[src/rtl/core/opi_pkg.sv]
// opi_pkg: shared constants, types and arctangent table for the pose integrator
// no dependencies
`default_nettype none
package opi_pkg;
  localparam int CORDIC_STEPS = 24;
  localparam int STEP_W = 5;
  localparam logic signed [31:0] PI_Q28 = 32'sd843314857;
  localparam logic signed [31:0] TWO_PI_Q28 = 32'sd1686629713;
  localparam logic signed [33:0] PI_Q30 = 34'sd3373259426;
  localparam logic signed [33:0] HALF_PI_Q30 = 34'sd1686629713;
  localparam logic signed [33:0] GAIN_Q30 = 34'sd652032874;
  localparam logic signed [47:0] POS_MAX = 48'sh7FFF_FFFF_FFFF;
  localparam logic signed [47:0] POS_MIN = 48'sh8000_0000_0000;
  localparam logic [15:0] PERIOD_RESET = 16'd1311;
  localparam int MUL_W = 64;
  localparam int MUL_CNT_W = 7;

  typedef enum logic [2:0] {
    ST_IDLE, ST_INC, ST_ROT, ST_DIST, ST_MULX, ST_MULY, ST_ACC, ST_OUT
  } state_t;

  function automatic logic signed [33:0] atan_q30(input logic [STEP_W-1:0] i);
    logic signed [33:0] r;
    case (i)
      5'd0: r = 34'sd843314857;
      5'd1: r = 34'sd497837829;
      5'd2: r = 34'sd263043837;
      5'd3: r = 34'sd133525159;
      5'd4: r = 34'sd67021687;
      5'd5: r = 34'sd33543516;
      5'd6: r = 34'sd16775851;
      5'd7: r = 34'sd8388437;
      5'd8: r = 34'sd4194283;
      5'd9: r = 34'sd2097149;
      default: r = 34'sd1 <<< (5'd30 - i);
    endcase
    return r;
  endfunction
endpackage
`default_nettype wire

[src/rtl/core/opi_serial_mul.sv]
// opi_serial_mul: signed shift-add multiplier, one multiplier bit per cycle
// depends on opi_pkg
`default_nettype none
module opi_serial_mul (
  input  wire logic                            clk,
  input  wire logic                            rst,
  input  wire logic                            start,
  input  wire logic signed [opi_pkg::MUL_W-1:0] a,
  input  wire logic signed [opi_pkg::MUL_W-1:0] b,
  output logic                                 done,
  output logic signed [opi_pkg::MUL_W-1:0]      p
);
  logic [opi_pkg::MUL_CNT_W-1:0] cnt;
  logic signed [opi_pkg::MUL_W-1:0] mcand;
  logic [opi_pkg::MUL_W-1:0] mplier;
  logic busy;

  always_ff @(posedge clk) begin
    if (rst) begin
      busy <= 1'b0;
      cnt <= '0;
      done <= 1'b0;
    end else if (start) begin
      busy <= 1'b1;
      cnt <= '0;
      mcand <= a;
      mplier <= b;
      p <= '0;
      done <= 1'b0;
    end else if (busy) begin
      // top multiplier bit carries negative weight (two's complement)
      if (mplier[0]) begin
        if (cnt == opi_pkg::MUL_CNT_W'(opi_pkg::MUL_W - 1)) p <= p - mcand;
        else p <= p + mcand;
      end
      mcand <= mcand <<< 1;
      mplier <= mplier >> 1;
      cnt <= cnt + 1'b1;
      busy <= (cnt != opi_pkg::MUL_CNT_W'(opi_pkg::MUL_W - 1));
      done <= (cnt == opi_pkg::MUL_CNT_W'(opi_pkg::MUL_W - 1));
    end else begin
      done <= 1'b0;
    end
  end
endmodule
`default_nettype wire

[src/rtl/core/opi_cordic.sv]
// opi_cordic: iterated rotation-mode cordic, one micro-rotation per cycle
// depends on opi_pkg
`default_nettype none
module opi_cordic (
  input  wire logic                clk,
  input  wire logic                rst,
  input  wire logic                start,
  input  wire logic signed [31:0]  angle,
  output logic                     done,
  output logic signed [33:0]       cos_q30,
  output logic signed [33:0]       sin_q30
);
  logic signed [35:0] x, y, z;
  logic [opi_pkg::STEP_W-1:0] i;
  logic busy, neg;
  logic signed [35:0] z0;

  always_comb z0 = 36'(angle) <<< 2;

  always_ff @(posedge clk) begin
    if (rst) begin
      busy <= 1'b0;
      done <= 1'b0;
    end else if (start) begin
      busy <= 1'b1;
      done <= 1'b0;
      i <= '0;
      x <= 36'(opi_pkg::GAIN_Q30);
      y <= '0;
      if (z0 > 36'(opi_pkg::HALF_PI_Q30)) begin
        z <= z0 - 36'(opi_pkg::PI_Q30); neg <= 1'b1;
      end else if (z0 < -36'(opi_pkg::HALF_PI_Q30)) begin
        z <= z0 + 36'(opi_pkg::PI_Q30); neg <= 1'b1;
      end else begin
        z <= z0; neg <= 1'b0;
      end
    end else if (busy) begin
      if (z >= 0) begin
        x <= x - (y >>> i);
        y <= y + (x >>> i);
        z <= z - 36'(opi_pkg::atan_q30(i));
      end else begin
        x <= x + (y >>> i);
        y <= y - (x >>> i);
        z <= z + 36'(opi_pkg::atan_q30(i));
      end
      i <= i + 1'b1;
      busy <= (i != opi_pkg::STEP_W'(opi_pkg::CORDIC_STEPS - 1));
      done <= (i == opi_pkg::STEP_W'(opi_pkg::CORDIC_STEPS - 1));
    end else begin
      done <= 1'b0;
    end
  end

  always_comb begin
    cos_q30 = neg ? 34'(-x) : 34'(x);
    sin_q30 = neg ? 34'(-y) : 34'(y);
  end
endmodule
`default_nettype wire

[src/rtl/core/odometry_pose_integrator_unit.sv]
// odometry_pose_integrator_unit: top level, sequencer, pose state and output register
// depends on opi_pkg, opi_cordic, opi_serial_mul
// each request runs four serial multiplies in turn on the shared multiplier before out_valid
// the 24-step cordic runs under the distance multiply
// a new request is accepted only in idle, once the previous result has been taken
// reset: synchronous rst clears pose, heading and handshakes, period returns to 1311
`default_nettype none
module odometry_pose_integrator_unit (
  input  wire logic               clk,
  input  wire logic               rst,
  input  wire logic               in_valid,
  output logic                    in_ready,
  input  wire logic signed [23:0] linear_speed,
  input  wire logic signed [23:0] turn_rate,
  output logic                    out_valid,
  input  wire logic               out_ready,
  output logic signed [47:0]      pos_x,
  output logic signed [47:0]      pos_y,
  output logic signed [30:0]      heading,
  output logic signed [23:0]      speed_echo,
  output logic signed [23:0]      rate_echo,
  output logic                    turn_clamped,
  input  wire logic               cfg_we,
  input  wire logic [15:0]        cfg_data
);
  opi_pkg::state_t state, state_next;
  logic [15:0] step_period;
  logic signed [31:0] heading_acc;
  logic signed [47:0] x_acc, y_acc;
  logic signed [23:0] lin_r, rate_r;
  logic signed [63:0] dist_q24, dx, dy;
  logic clamp_r;

  // shared multiplier
  logic mul_start, mul_done;
  logic signed [63:0] mul_a, mul_b, mul_p;
  // cordic
  logic cor_start, cor_done;
  logic signed [33:0] cos_q30, sin_q30;
  logic cor_seen;

  // heading increment path, rounded from the multiplier product
  logic signed [63:0] inc_full;
  logic signed [31:0] inc_sat, th;
  logic inc_clip;
  logic signed [63:0] dx_r, dy_r;
  logic signed [48:0] xs, ys;

  // distance multiply kicks off once, on the first cycle in ST_DIST
  logic dist_go;

  opi_serial_mul u_mul (.clk, .rst, .start(mul_start), .a(mul_a), .b(mul_b),
                        .done(mul_done), .p(mul_p));
  // cordic takes the freshly wrapped heading in the same cycle it is stored
  opi_cordic u_cor (.clk, .rst, .start(cor_start), .angle(th),
                    .done(cor_done), .cos_q30, .sin_q30);

  always_comb begin
    inc_full = (mul_p + 64'sd8) >>> 4;
    inc_clip = 1'b0;
    if (inc_full > 64'(opi_pkg::PI_Q28)) begin
      inc_sat = opi_pkg::PI_Q28; inc_clip = 1'b1;
    end else if (inc_full < -64'(opi_pkg::PI_Q28)) begin
      inc_sat = -opi_pkg::PI_Q28; inc_clip = 1'b1;
    end else inc_sat = 32'(inc_full);
    th = heading_acc + inc_sat;
    if (th > opi_pkg::PI_Q28) th = th - opi_pkg::TWO_PI_Q28;
    else if (th < -opi_pkg::PI_Q28) th = th + opi_pkg::TWO_PI_Q28;
    dx_r = (dx + (64'sd1 <<< 37)) >>> 38;
    dy_r = (dy + (64'sd1 <<< 37)) >>> 38;
    xs = 49'(x_acc) + 49'(dx_r);
    ys = 49'(y_acc) + 49'(dy_r);
  end

  // sequencer: inc multiply, then cordic and distance multiply, then two products
  always_comb begin
    state_next = state;
    mul_start = 1'b0;
    cor_start = 1'b0;
    mul_a = 64'(rate_r);
    mul_b = 64'($signed({1'b0, step_period}));
    in_ready = 1'b0;
    unique case (state)
      opi_pkg::ST_IDLE: begin
        in_ready = !out_valid;
        if (in_valid && in_ready) state_next = opi_pkg::ST_INC;
      end
      opi_pkg::ST_INC: begin
        mul_start = 1'b1;
        state_next = opi_pkg::ST_ROT;
      end
      opi_pkg::ST_ROT: begin
        if (mul_done) begin
          cor_start = 1'b1;
          state_next = opi_pkg::ST_DIST;
        end
      end
      opi_pkg::ST_DIST: begin
        mul_a = 64'(lin_r);
        mul_start = dist_go;
        if (mul_done) state_next = opi_pkg::ST_MULX;
      end
      opi_pkg::ST_MULX: begin
        mul_a = dist_q24;
        mul_b = 64'(cos_q30);
        if (cor_seen) begin
          mul_start = 1'b1;
          state_next = opi_pkg::ST_MULY;
        end
      end
      opi_pkg::ST_MULY: begin
        mul_a = dist_q24;
        mul_b = 64'(sin_q30);
        if (mul_done) begin
          mul_start = 1'b1;
          state_next = opi_pkg::ST_ACC;
        end
      end
      opi_pkg::ST_ACC: begin
        mul_a = dist_q24;
        mul_b = 64'(sin_q30);
        if (mul_done) state_next = opi_pkg::ST_OUT;
      end
      opi_pkg::ST_OUT: state_next = opi_pkg::ST_IDLE;
      default: state_next = opi_pkg::ST_IDLE;
    endcase
  end

  always_ff @(posedge clk) begin
    if (rst) state <= opi_pkg::ST_IDLE;
    else state <= state_next;
  end

  always_ff @(posedge clk) begin
    if (rst) begin
      step_period <= opi_pkg::PERIOD_RESET;
      heading_acc <= '0;
      x_acc <= '0;
      y_acc <= '0;
      out_valid <= 1'b0;
      cor_seen <= 1'b0;
      dist_go <= 1'b0;
    end else begin
      if (cfg_we) step_period <= cfg_data;
      if (out_valid && out_ready) out_valid <= 1'b0;
      if (cor_done) cor_seen <= 1'b1;
      dist_go <= (state == opi_pkg::ST_ROT) && mul_done;
      unique case (state)
        opi_pkg::ST_IDLE: if (in_valid && in_ready) begin
          lin_r <= linear_speed;
          rate_r <= turn_rate;
          cor_seen <= 1'b0;
          dist_q24 <= '0;
        end
        opi_pkg::ST_ROT: if (mul_done) begin
          heading_acc <= th;
          clamp_r <= inc_clip;
        end
        opi_pkg::ST_DIST: if (mul_done) dist_q24 <= (mul_p + 64'sd128) >>> 8;
        opi_pkg::ST_MULY: if (mul_done) dx <= mul_p;
        opi_pkg::ST_ACC: if (mul_done) dy <= mul_p;
        opi_pkg::ST_OUT: begin
          // saturate onto the 48 bit range
          if (xs > 49'(opi_pkg::POS_MAX)) x_acc <= opi_pkg::POS_MAX;
          else if (xs < 49'(opi_pkg::POS_MIN)) x_acc <= opi_pkg::POS_MIN;
          else x_acc <= 48'(xs);
          if (ys > 49'(opi_pkg::POS_MAX)) y_acc <= opi_pkg::POS_MAX;
          else if (ys < 49'(opi_pkg::POS_MIN)) y_acc <= opi_pkg::POS_MIN;
          else y_acc <= 48'(ys);
          pos_x <= (xs > 49'(opi_pkg::POS_MAX)) ? opi_pkg::POS_MAX :
                   (xs < 49'(opi_pkg::POS_MIN)) ? opi_pkg::POS_MIN : 48'(xs);
          pos_y <= (ys > 49'(opi_pkg::POS_MAX)) ? opi_pkg::POS_MAX :
                   (ys < 49'(opi_pkg::POS_MIN)) ? opi_pkg::POS_MIN : 48'(ys);
          heading <= 31'(heading_acc);
          speed_echo <= lin_r;
          rate_echo <= rate_r;
          turn_clamped <= clamp_r;
          out_valid <= 1'b1;
        end
        default: ;
      endcase
    end
  end
endmodule
`default_nettype wire

[config.mk]
export PLATFORM = sky130hd
export DESIGN_NAME = odometry_pose_integrator_unit
export DESIGN_NICKNAME = d
export VERILOG_FILES = /design/src/rtl/core/opi_pkg.sv /design/src/rtl/core/opi_serial_mul.sv /design/src/rtl/core/opi_cordic.sv /design/src/rtl/core/odometry_pose_integrator_unit.sv
export SDC_FILE = /design/constraint.sdc
export NUM_CORES = 2
export LEC_CHECK = 0
export ABC_AREA = 1
export BUFFER_PORTS_ARGS = -buffer_cell sky130_fd_sc_hd__buf_4
export CORE_MARGIN = 4
export CORE_UTILIZATION = 40
export CTS_CLUSTER_DIAMETER = 200
export DETAILED_ROUTE_END_ITERATION = 10
export GPL_TIMING_DRIVEN = 0
export PLACE_DENSITY = 0.59
export SYNTH_ARGS = -nofsm -noshare
export SYNTH_HDL_FRONTEND = slang
export SYNTH_HIERARCHICAL = 1
export SYNTH_SLANG_ARGS = --single-unit
[constraint.sdc]
create_clock -name clk -period 22.4 [get_ports clk]
set_input_delay 2.24 -clock clk [delete_from_list [all_inputs] [get_ports clk]]
set_output_delay 2.24 -clock clk [all_outputs]
set_load 0.05 [all_outputs]
After elaboration in Yosys (flattened, before gate mapping)
Cells that the tools add are included.
{"block": "word_totals", "reg_bits": 884, "latchBits": 0, "ramBits": 0, "mem_bits_ro": 0, "word_cells": 194, "memories": 0}
{"block": "op_classes", "add_sub_neg": 24, "multipliers": 0, "div_mod_pow": 0, "n_lt_le_gt_ge": 11, "n_eq_ne": 27, "n_shift": 3, "muxes": 64, "n_bitwise": 3, "reduce_logical": 29}
{"operator": "2-to-1 mux 64 bit", "n": 9}
{"operator": "one-hot mux 64 bit (2 select lines)", "n": 3}
{"operator": "2-to-1 mux 34 bit", "n": 10}
{"operator": "one-hot mux 34 bit (10 select lines)", "n": 1}
{"operator": "2-to-1 mux 36 bit", "n": 9}
{"operator": "2-to-1 mux 48 bit", "n": 4}
{"operator": "adder 64 x 39 -> 64 bit (second input constant)", "n": 2}
{"operator": "2-to-1 mux 32 bit", "n": 4}
{"operator": "adder 48 x 26 -> 49 bit", "n": 2}
{"operator": "> comparator 49 x 48 -> 1 bit (second input constant)", "n": 2}
{"operator": "< comparator 49 x 48 -> 1 bit (second input constant)", "n": 2}
{"operator": "adder 36 bit", "n": 2}
{"operator": ">>> shifter 36 x 5 -> 36 bit", "n": 2}
{"operator": "subtractor 36 bit", "n": 2}
{"operator": "negation 34 bit", "n": 2}
{"operator": "adder 64 x 5 -> 64 bit (second input constant)", "n": 1}
{"operator": "adder 64 bit", "n": 1}
{"operator": "adder 64 x 9 -> 64 bit (second input constant)", "n": 1}
{"operator": "subtractor 64 bit", "n": 1}
{"operator": "> comparator 60 x 31 -> 1 bit (second input constant)", "n": 1}
{"operator": "< comparator 60 x 31 -> 1 bit (second input constant)", "n": 1}
{"operator": "adder 36 x 34 -> 36 bit", "n": 1}
{"operator": "greater-or-equal comparator 36 x 1 -> 1 bit (second input constant)", "n": 1}
{"operator": "subtractor 36 x 34 -> 36 bit", "n": 1}
{"operator": "43 further kinds", "n": 96}

Logic depth before layout (Yosys ltp)
{"block": "depth", "depth_word": 12, "depth_mapped": 65, "mapped_depth_nobuf": 63}

By module
The synthesis kept the hierarchy.
{"module": "odometry_pose_integrator_unit", "n_inst": 1, "cells_each": 5013, "area_each_um2": 34901.0}
{"module": "opi_cordic", "n_inst": 1, "cells_each": 3668, "area_each_um2": 21114.0}
{"module": "opi_serial_mul", "n_inst": 1, "cells_each": 2391, "area_each_um2": 15746.4}

Worst setup path before layout
Ideal clock, no wire load.
{"block": "synth_path", "path_type": "input -> register", "startpoint": "input port rst", "endpoint": "register x_acc[0]", "arrival_time_ps": 11009, "required_ps": 22344, "path_slack_ps": 11336, "cell_stages": 8, "path_cell_list": "clkbuf_1 > nor2_1 > inv_1 > clkbuf_1 > clkbuf_1 > nand2_1 > nand2_1 > inv_1"}
{"element": "start, declared", "line_no": "odometry_pose_integrator_unit.sv:10", "rtl": "input wire logic rst,"}
{"element": "end signal, assigned", "line_no": "odometry_pose_integrator_unit.sv:164", "rtl": "if (xs > 49'(opi_pkg::POS_MAX)) x_acc <= opi_pkg::POS_MAX;"}
{"element": "end signal, assigned", "line_no": "odometry_pose_integrator_unit.sv:165", "rtl": "else if (xs < 49'(opi_pkg::POS_MIN)) x_acc <= opi_pkg::POS_MIN;"}
{"element": "end signal, assigned", "line_no": "odometry_pose_integrator_unit.sv:166", "rtl": "else x_acc <= 48'(xs);"}
{"element": "end, declared", "line_no": "odometry_pose_integrator_unit.sv:29", "rtl": "logic signed [47:0] x_acc, y_acc;"}

Final worst setup path
{"block": "layout_path", "startpoint": "register u_mul/p[8] (netlist bit)", "endpoint": "register u_cor.z[9], data pin"}
{"block": "layout_between", "elab_chain_cells": 12, "word_cells_on_any_way": 19, "classes_between": "6 x add/sub; 6 x order compare; 7 x mux"}
{"element": "start, declared", "line_no": "opi_serial_mul.sv:11", "rtl": "output logic signed [opi_pkg::MUL_W-1:0] p"}
{"element": "start signal, assigned", "line_no": "opi_serial_mul.sv:33", "rtl": "if (cnt == opi_pkg::MUL_CNT_W'(opi_pkg::MUL_W - 1)) p <= p - mcand;"}
{"element": "start signal, assigned", "line_no": "opi_serial_mul.sv:34", "rtl": "else p <= p + mcand;"}
{"element": "adder 64 x 5 -> 64 bit *", "line_no": "odometry_pose_integrator_unit.sv:59", "rtl": "inc_full = (mul_p + 64'sd8) >>> 4;"}
{"element": "< comparator 60 x 31 -> 1 bit", "line_no": "odometry_pose_integrator_unit.sv:63", "rtl": "end else if (inc_full < -64'(opi_pkg::PI_Q28)) begin"}
{"element": "2-to-1 mux 32 bit", "line_no": "odometry_pose_integrator_unit.sv:63"}
{"element": "2-to-1 mux 32 bit *", "line_no": "odometry_pose_integrator_unit.sv:61", "rtl": "if (inc_full > 64'(opi_pkg::PI_Q28)) begin"}
{"element": "adder 32 bit *", "line_no": "odometry_pose_integrator_unit.sv:66", "rtl": "th = heading_acc + inc_sat;"}
{"element": "adder 32 bit or < comparator 32 x 31 -> 1 bit (tied branches)", "line_no": "odometry_pose_integrator_unit.sv:68", "rtl": "else if (th < -opi_pkg::PI_Q28) th = th + opi_pkg::TWO_PI_Q28;"}
{"element": "2-to-1 mux 32 bit", "line_no": "odometry_pose_integrator_unit.sv:68"}
{"element": "2-to-1 mux 32 bit *", "line_no": "odometry_pose_integrator_unit.sv:67", "rtl": "if (th > opi_pkg::PI_Q28) th = th - opi_pkg::TWO_PI_Q28;"}
{"element": "via th[4]", "line_no": "odometry_pose_integrator_unit.sv:44", "rtl": "logic signed [31:0] inc_sat, th;"}
{"element": "adder 34 x 33 -> 35 bit or < comparator 34 x 32 -> 1 bit (tied branches)", "line_no": "opi_cordic.sv:33, opi_cordic.sv:32"}
{"element": "2-to-1 mux 36 bit", "line_no": "opi_cordic.sv:32", "rtl": "end else if (z0 < -36'(opi_pkg::HALF_PI_Q30)) begin"}
{"element": "2-to-1 mux 36 bit *", "line_no": "opi_cordic.sv:30", "rtl": "if (z0 > 36'(opi_pkg::HALF_PI_Q30)) begin"}
{"element": "2-to-1 mux 36 bit *", "line_no": "opi_cordic.sv:24", "rtl": "end else if (start) begin"}
{"element": "end signal, assigned", "line_no": "opi_cordic.sv:41", "rtl": "z <= z - 36'(opi_pkg::atan_q30(i));"}
{"element": "end signal, assigned", "line_no": "opi_cordic.sv:45", "rtl": "z <= z + 36'(opi_pkg::atan_q30(i));"}
{"element": "end, declared", "line_no": "opi_cordic.sv:13", "rtl": "logic signed [35:0] x, y, z;"}
The timed path passes the listed nets; every way through them passes the cells marked *.
A chain may end at the register's enable or synchronous reset.

==> flow_summary.json <==
{
  "status": "finished, final reports clean",
  "nNetsFinal": 11800,
  "max_slew_margin_pct": 4.23,
  "routed_wl_um": 311000,
  "worst_setup_path_end_kind": "flip-flop",
  "rsz0062_at_grt": "false",
  "synth_area_mm2": 0.0718,
  "clk_pin_slew_ns": 0.06,
  "postCtsHoldBufs": 0,
  "fin_tns_setup_ns": 0,
  "async_reset_ff_share_pct": 0,
  "grt.overflow.total": 0,
  "path_depth": 54,
  "r2r-start": "u_mul/p[8]",
  "clock_path_buffers": 3,
  "crit_start": "u_mul/p[8]",
  "ir_drop_mv": 0.0754,
  "ioPinCount": 247,
  "multi_input_area_mm2": 0.0424,
  "dieWidth_um": 432,
  "crit_family": "simple AND/OR/NAND/NOR gates",
  "cts_setup_buffers": 0,
  "grt_pass1_wl_um": 455000,
  "clock_latency_ns": 0.77,
  "coreArea_mm2": 0.178,
  "ys_types": 74,
  "drtIter0Drc": 8175,
  "wl_per_cell_um": 22.4,
  "die_h_um": 432,
  "cp_data_required_time_ns": 22.86,
  "port_buffers": 246,
  "htree_levels": 3,
  "postCtsResizedCells": 0,
  "avgSynthCellArea_um2": 6.48,
  "syn_to_final_growth_pct": 12.5,
  "crit_buf_inv": 8,
  "cap_violations": 0,
  "final_common_cell": "nand2_1",
  "layout_min_cycle_time_ns": 10.74,
  "dr.pass1.iters": 6,
  "setup.worst_path.start_class": "flip-flop",
  "layout-drive-gt1-share_pct": 6.94,
  "rows": 155,
  "finalCritPeriodShare_pct": 47.9,
  "numCtsBuffers": 101,
  "viasPerCell": 5.48,
  "synth_fp_nets": 11500,
  "power_density_mw_per_mm2": 80.0,
  "drc_errors": 0,
  "cts_tree": "done",
  "leakagePower_nw": 39.2,
  "crit_end": "u_cor/z[9]",
  "die_area_mm2": 0.186,
  "yosysSeqAreaShare_pct": 31.3,
  "cts-root-buf": "clkbuf_16",
  "hold_path_class": "flip-flop to flip-flop",
  "r2r-end": "u_cor/z[9]",
  "crit_path_max_incr_delay_ns": 0.58,
  "fill_cells": 19000,
  "reg2reg_slack_ns": 11.66,
  "synth_edf_count": 641,
  "antenna_found_initial": 21,
  "cp_max_fo": 10,
  "vias": 76200,
  "cp_slowest_cell": "edfxtp_1",
  "cp_data_arrival_time_ns": 11.19,
  "setup_viol": 0,
  "setup_ws_ns": 11.66,
  "synth-main-ff-cell": "edfxtp_1",
  "yosys_warnings": 6,
  "grtUsageTotal_pct": 32.3,
  "skew_ns": 0.0498,
  "synth_seq_cells": 802,
  "mostFrequentLayoutCells": "nand2_1 (3719), inv_1 (1387), nor2_1 (1137)",
  "syn-instance-count": 11100,
  "tightest_slew_ns": 1.44,
  "place.gp.congestion": 1.01,
  "ff2ff_path_depth": 54,
  "ant_nets": 0,
  "finalHoldViolCount": 0,
  "post-place-ws_ns": 11.96,
  "timing.fmax_mhz": 93.1,
  "grt_max_degree": 43,
  "cts_sinks": 802,
  "dp_hpwl_um": 255000,
  "crit_type": "flip-flop to flip-flop",
  "initial_utilization_pct": 40.2,
  "regArea_mm2": 0.0225,
  "first_global_vias": 71200,
  "maxSlewViolCount": 0
}
[synth_stat cells, types with 86 or more instances]
cell type / instances / area, um2
nand3_1: 907 / 4540
xnor2_1: 96 / 841
buf_2: 86 / 430
dfxtp_1: 161 / 3220
nand4_1: 171 / 1070
nor3_1: 142 / 711
edfxtp_1: 641 / 19200
inv_1: 1387 / 5210
nor2_1: 1141 / 4280
xor2_1: 353 / 3090
ha_1: 320 / 4000
o21ai_0: 497 / 2490
clkbuf_1: 136 / 510
a21oi_1: 590 / 2950
nand2_1: 3719 / 14000
[power breakdown]
group	internal, mW	leakage (nW)	switching [mW]
Combinational	0.716	30.3	1.96
Sequential	1.86	7.16	0.172
Clock	1.01	1.71	0.738
[layout make-up]
class                      instances  share of cell area, %
multi-input combinational       8517                   52.6
antenna                           12                 0.0372
timing repair buffer             273                   2.93
inverter                        1440                   6.70
clock inverter                    59                  0.882
buffer                           313                   1.91
tap                             2355                   3.65
clock buffer                     132                   3.48
sequential                       802                   27.8
[worst min path at each step]
stage / startpoint / end / slack [ns] / depth (start not counted)
global route: rate_r[1] / rate_echo[1] / 0.45 / 0
global placement: lin_r[22] / speed_echo[22] / 0.43 / 0
CTS: rate_r[1] / rate_echo[1] / 0.44 / 0
floorplan: clamp_r / turn_clamped / 0.40 / 0
detailed placement: rate_r[1] / rate_echo[1] / 0.44 / 0
finish: rate_r[1] / rate_echo[1] / 0.44 / 0
[flip-flops by register name (all words and copies together) (netlist names), 24 cells and up]
register and flops:
x_acc 48, rate_echo 24, rate_r 24, lin_r 24, u_cor/z 36, dist_q24 56
speed_echo 24, dx 27, dy 27, pos_y 48, u_mul/p 64, u_cor/x 36
y_acc 48, heading 31, pos_x 48, heading_acc 32, u_cor/y 36, u_mul/mcand 64
u_mul/mplier 64
[kinds of logic (layout without fill, tap and decap cells)]
family                     Yosys count  after routing  share of synthesized area [%]
xor gates and xnor gates           449            449                           5.48
adders and majority gates          327            327                           5.77
buffers and inverters             1753           2217                           9.69
other                                0             12                              0
muxes                                2              2                         0.0279
and+or+nand+nor                   6342           6342                           37.0
AOI/OAI and AO/OA                 1397           1397                           10.7
DFF                                802            802                           31.3
[per-stage QoR]
stage / cells / cell area (um2) / utilization [%] / power (mW) / hold WS (ns)
finish: 13900 / 80700 / 45.2 / 6.45 / 0.444
CTS: 13900 / 80700 / 45.2 / 6.45 / 0.444
global placement: 13700 / 76600 / 42.9 / 4.67 / 0.431
floorplan: 11100 / 71800 / - / 3.71 / 0.400
global route: 13900 / 80700 / 45.2 / 6.83 / 0.452
detailed placement: 13700 / 77100 / 43.2 / 4.68 / 0.435
[per-layer routing]
layer | track usage, % | share of wire, % | routed length (um)
met5 | 0 | 0.025 | 78
met4 | 14.5 | 5.0 | 15600
met2 | 51.3 | 44 | 138000
met3 | 5.00 | 7.6 | 23500
met1 | 43.3 | 43 | 134000
Power figures use the tool's default switching activity.
